$ cat src/rtl/core/ress_pkg.sv
// ----------------------------------------------------------------------------
// ress_pkg
// Shared types and constants for the rectangle edge snap search.
// ----------------------------------------------------------------------------
package ress_pkg;

	localparam int COORD_W = 34;           // edge positions, 1/512 units
	localparam int DIFF_W  = 35;           // signed edge difference
	localparam int THR_W   = 33;           // snap threshold
	localparam int ADDR_W  = 4;            // APB byte address
	localparam int DATA_W  = 64;           // APB data

	localparam logic [THR_W-1:0] THR_RESET = THR_W'(4096);

	// Register index, decoded from paddr[3] (8-byte register slots)
	localparam logic REG_SNAP_THRESHOLD = 1'b0;

	typedef logic signed [COORD_W-1:0] coord_t;
	typedef logic signed [DIFF_W-1:0]  diff_t;
	typedef logic        [COORD_W-1:0] mag_t;
	typedef coord_t      [2:0]         trio_t;  // start, center, end

	// Per-axis control from the top level
	typedef struct packed {
		logic load;    // mode-0 word: capture moving edges, restart search
		logic update;  // mode-1 word: compare candidate edges
	} axis_ctl_t;

	// Best match of one axis after the current word
	typedef struct packed {
		logic   have;
		diff_t  offset;
		coord_t position;
	} axis_res_t;

endpackage

$ cat src/rtl/core/ress_axis.sv
// ----------------------------------------------------------------------------
// ress_axis
// Nine-pair edge compare and running best match for one axis.
// ----------------------------------------------------------------------------
module ress_axis (
	input  logic                          clk,
	input  logic                          arst_n,
	input  ress_pkg::axis_ctl_t           ctl,
	input  logic [ress_pkg::THR_W-1:0]    threshold,
	input  ress_pkg::trio_t               cand,
	output ress_pkg::axis_res_t           res_nxt
);
	import ress_pkg::*;

	trio_t  moving_q;
	mag_t   best_abs_q;
	diff_t  best_off_q;
	coord_t best_pos_q;
	logic   have_q;

	mag_t   abs_v [9];
	diff_t  off_v [9];
	coord_t pos_v [9];

	logic [3:0] l1 [4];
	logic [3:0] l2 [2];
	logic [3:0] l3;
	logic [3:0] win;

	mag_t   best_abs_nxt;
	logic   hit;

	// keep the left one on a tie: first pair in scan order wins
	function automatic logic [3:0] pick(input logic [3:0] ia, input mag_t a,
	                                    input logic [3:0] ib, input mag_t b);
		return (b < a) ? ib : ia;
	endfunction

	always_comb begin
		for (int i = 0; i < 3; i++) begin
			for (int j = 0; j < 3; j++) begin
				off_v[i*3+j] = DIFF_W'($signed(cand[j])) - DIFF_W'($signed(moving_q[i]));
				pos_v[i*3+j] = cand[j];
				abs_v[i*3+j] = off_v[i*3+j][DIFF_W-1]
					? COORD_W'(-off_v[i*3+j]) : COORD_W'(off_v[i*3+j]);
			end
		end
	end

	always_comb begin
		for (int k = 0; k < 4; k++) begin
			l1[k] = pick(4'(2*k), abs_v[2*k], 4'(2*k+1), abs_v[2*k+1]);
		end
		l2[0] = pick(l1[0], abs_v[l1[0]], l1[1], abs_v[l1[1]]);
		l2[1] = pick(l1[2], abs_v[l1[2]], l1[3], abs_v[l1[3]]);
		l3    = pick(l2[0], abs_v[l2[0]], l2[1], abs_v[l2[1]]);
		win   = pick(l3, abs_v[l3], 4'd8, abs_v[8]);
		hit   = abs_v[win] < best_abs_q;
	end

	always_comb begin
		res_nxt.have     = have_q;
		res_nxt.offset   = best_off_q;
		res_nxt.position = best_pos_q;
		best_abs_nxt     = best_abs_q;
		if (ctl.load) begin
			res_nxt.have     = 1'b0;
			res_nxt.offset   = '0;
			res_nxt.position = '0;
			best_abs_nxt     = COORD_W'(threshold);
		end else if (ctl.update && hit) begin
			res_nxt.have     = 1'b1;
			res_nxt.offset   = off_v[win];
			res_nxt.position = pos_v[win];
			best_abs_nxt     = abs_v[win];
		end
	end

	always_ff @(posedge clk or negedge arst_n) begin
		if (!arst_n) begin
			moving_q   <= '0;
			best_abs_q <= '0;
			best_off_q <= '0;
			best_pos_q <= '0;
			have_q     <= 1'b0;
		end else begin
			if (ctl.load) begin
				moving_q <= cand;
			end
			best_abs_q <= best_abs_nxt;
			best_off_q <= res_nxt.offset;
			best_pos_q <= res_nxt.position;
			have_q     <= res_nxt.have;
		end
	end

endmodule

$ cat config.mk
export PLATFORM = sky130hd
export DESIGN_NAME = ress_axis
export DESIGN_NICKNAME = d
export VERILOG_FILES = /design/src/rtl/core/ress_pkg.sv /design/src/rtl/core/ress_axis.sv
export SDC_FILE = /design/constraint.sdc
export NUM_CORES = 2
export LEC_CHECK = 0
export CAP_MARGIN = 40
export CORE_MARGIN = 5
export CORE_UTILIZATION = 25
export CTS_CLUSTER_SIZE = 20
export DETAILED_ROUTE_END_ITERATION = 10
export DONT_BUFFER_PORTS = 1
export PLACE_DENSITY = 0.39
export SYNTH_ARGS = -nofsm -noshare
export SYNTH_HDL_FRONTEND = slang
export SYNTH_SLANG_ARGS = --single-unit
$ cat constraint.sdc
create_clock -name clk -period 38.8 [get_ports clk]
set_clock_uncertainty 0.05 [all_clocks]
set_input_delay 3.88 -clock clk [delete_from_list [all_inputs] [get_ports clk]]
set_output_delay 3.88 -clock clk [all_outputs]
set_load 0.01 [all_outputs]
==> impl_metrics.toml <==
[placement]
gp_congestion = 1.027
placedCellCount = 9695
placedInstanceArea_um2 = 54590
dp_hpwl_um = 334000
portBuffers = 0

[setup_path]
path_max_fanout = 101
r2r-start = "moving_q[1]$_DFFE_PN0P_"
slowest_delay_ns = 0.87
critPathArrivalTime_ns = 29.84
critPathRequiredTime_ns = 34.87
reg2reg_setup_slack_ns = 11.98
critPathSlowestCell = "nand4_1"
r2r_end = "best_off_q[12]$_DFF_PN0_"
setup.worst_path.start_class = "primary input"
end_kind = "output port"
worstSetupPathType = "primary input to output port"
r2r.worst_path.cells = 78

[synth]
synth_warnings = 0
synth_flop_cell = "dfrtp_1"
postSynthCellCount = 7016
ys_seq_area_share_pct = 10.47
syn_avg_cell_area_um2 = 7.018
synth_nets = 7776
ys_seq_elements = 206
synth_edf_count = 0
synth_area_um2 = 49240
ys_types = 117
async_reset_ff_share_pct = 100.0

[detailed_routing]
wl_per_cell_um = 40.74
drc_errors = 0
viasPerCell = 6.284
drt-total-wl_um = 398600
drt_pass1_iterations = 9
num_vias = 61480
drt_first_iter_violations = 8447
antenna_left = 0

[clock_tree]
hold_buffers = 0
post_cts_buffers = 0
numCtsBuffers = 30
clkTransAtPathRegs_ns = 0.05
ctsLongestPathBuffers = 3
clk_latency_ns = 0.69
cts.sinks = 206
cts_tree = "done"
cts_resized = 0
cts.htree.levels = 1
clockRootBuffer = "clkbuf_16"

[final_layout]
fin_nets = 7869
fin_cells = 9784
syn_to_final_growth_pct = 13.08
layout-drive-gt1-share_pct = 9.258
final_area_um2 = 55680
post-route-util_pct = 28.50

[timing]
rsz0062_at_grt = "false"
hold_viol_final = 0
tightestPinTransition_ns = 1.271
period_share_pct = 87.03
setup_tns_ns = 0
clock.fmax_ghz = 0.02961
setup_viol = 0
report.final.slew_viol_count = 0
max_slew_margin_pct = 15.29
period_needed_ns = 33.77

[die]
pin_count = 209
start_util_pct = 25.20
dieArea_um2 = 205900
die_y_um = 453.8
dieWidth_um = 453.8
row_count = 162
core_um2 = 195400

[global_route]
antenna_found_initial = 23
track_usage_pct = 36.81
grt_pass1_vias = 54880
grt_max_degree = 294
overflow = 0
grt_pass1_wl_um = 518300

[hold_path]
hold_path.class = "flop to flop"
hold_path_depth = 2
holdCritStartpoint = "best_pos_q[30]$_DFF_PN0_"
whs_endpoint = "best_pos_q[30]$_DFF_PN0_"

[run]
maxCapViolCount = 0

[status]
outcome = "finished clean"
==> flip-flops by register name (all words and copies together), names as in the netlist <==
signal	flops
moving_q	102
best_off_q	35
best_abs_q	34
best_pos_q	34
have_q	1
==> routing by layer <==
layer	global-route usage, %	part of all wire [%]
met5	0.3965	0.046
met4	26.06	8.7
met3	6.557	7.8
met2	55.26	42
met1	47.52	41
==> synthesized netlist by cell type (all sizes together) (20+ instances only) <==
cell / count / area, um^2
o311ai: 51 / 454.2
xnor2: 261 / 2286
a21o: 132 / 991.0
o21ai: 615 / 3082
a221oi: 46 / 402.9
o2111ai: 28 / 245.2
o22ai: 60 / 375.4
nor3: 185 / 930.9
or2: 48 / 300.3
or3: 72 / 455.4
a221o: 27 / 270.3
dfrtp: 206 / 5155
and2: 51 / 319.1
nand4: 106 / 663.1
a31oi: 79 / 494.2
xor2: 207 / 1813
a311oi: 27 / 267.8
mux2i: 95 / 963.4
a31o: 20 / 175.2
nor2b: 81 / 521.8
a211oi: 113 / 888.4
a211o: 33 / 289.0
o211ai: 134 / 1016
ha: 612 / 7657
o221ai: 40 / 350.3
nor4b: 20 / 206.5
o41ai: 22 / 245.2
buf: 121 / 574.3
o21a: 113 / 848.3
clkbuf: 215 / 810.8
nand3: 145 / 725.7
nand2b: 63 / 394.1
nand2: 786 / 2955
nor4: 44 / 287.8
a21boi: 38 / 289.0
o31a: 28 / 245.2
nor2: 614 / 2320
o31ai: 81 / 613.1
a21oi: 634 / 3181
nor3b: 21 / 162.6
inv: 335 / 1257
and3: 51 / 319.1
o21bai: 31 / 232.7
mux2: 23 / 259.0
a2111oi: 33 / 324.1
==> cell type report <==
cell class / count / area, um^2
repair buffers: 397 / 3085
diodes: 31 / 77.57
clock inverters: 8 / 96.34
flip-flops and latches: 206 / 5155
well taps: 2624 / 3283
inverters: 335 / 1257
fillers: 21770 / 139700
clock buffers: 44 / 874.6
multi-input cells: 6139 / 41850
==> metrics by stage <==
stage / hold WS [ns] / setup WS (ns)
global route: 0.5287 / 4.566
floorplan: 0.4459 / 12.45
detailed placement: 0.4918 / 6.094
global placement: 0.4884 / 5.265
CTS: 0.5042 / 6.048
finish: 0.4920 / 5.033
==> cell usage in the layout (no fill, tap or decap), types with 40 or more instances in the layout <==
cell,n
nor3_1,182
dfrtp_1,206
ha_1,612
buf_4,337
and3_1,51
a21oi_1,627
xor2_1,206
o22ai_1,60
nand4_1,106
or2_2,46
nor2b_1,78
a221oi_1,45
a211oi_1,102
o21a_1,112
or3_1,71
o221ai_1,40
a31oi_1,78
and2_1,46
o21ai_0,585
xnor2_1,253
nand2b_1,63
a21o_1,132
o31ai_1,80
nand3_1,145
o211ai_1,132
nor2_1,599
mux2i_1,91
inv_1,334
nand2_1,780
==> logic make-up (layout without fill, tap and decap cells) <==
kind of cell               count (synthesis)  in the layout  share of synthesized area [%]
buffers and inverters                    671            784                          5.367
muxes                                    118            118                          2.483
other                                      0             31                              0
DFF                                      206            206                          10.47
AOI/OAI and AO/OA                       2545           2545                          34.19
xor gates and xnor gates                 468            468                          8.325
and+or+nand+nor                         2387           2387                          23.25
adders and majority gates                621            621                          15.92
==> worst max-delay path by stage <==
stage,to,depth (start not counted),startpoint,slack [ns]
after floorplan,res_nxt[12],84,cand[0],12.45
after global routing,res_nxt[2],81,cand[0],4.57
after detailed placement,res_nxt[63],80,cand[0],6.09
after global placement,res_nxt[35],77,cand[43],5.27
after CTS,res_nxt[63],80,cand[0],6.05
final,res_nxt[46],79,cand[0],5.03
==> worst max-delay path, delay by kind of cell <==
| kind | cells | cell delay [ns] |
|---|---|---|
| adder cells (fa/ha/maj) | 7 | 2.19 |
| AND/OR/NAND/NOR | 25 | 7.72 |
| buffers and inverters | 9 | 3.20 |
| AO/OA/AOI/OAI | 35 | 10.89 |
| multiplexers | 2 | 0.75 |
| XOR/XNOR | 1 | 0.70 |
Power is left out: the tool's default activity adds up to more than one toggle a clock period on the data nets, which glitch-free logic cannot reach.
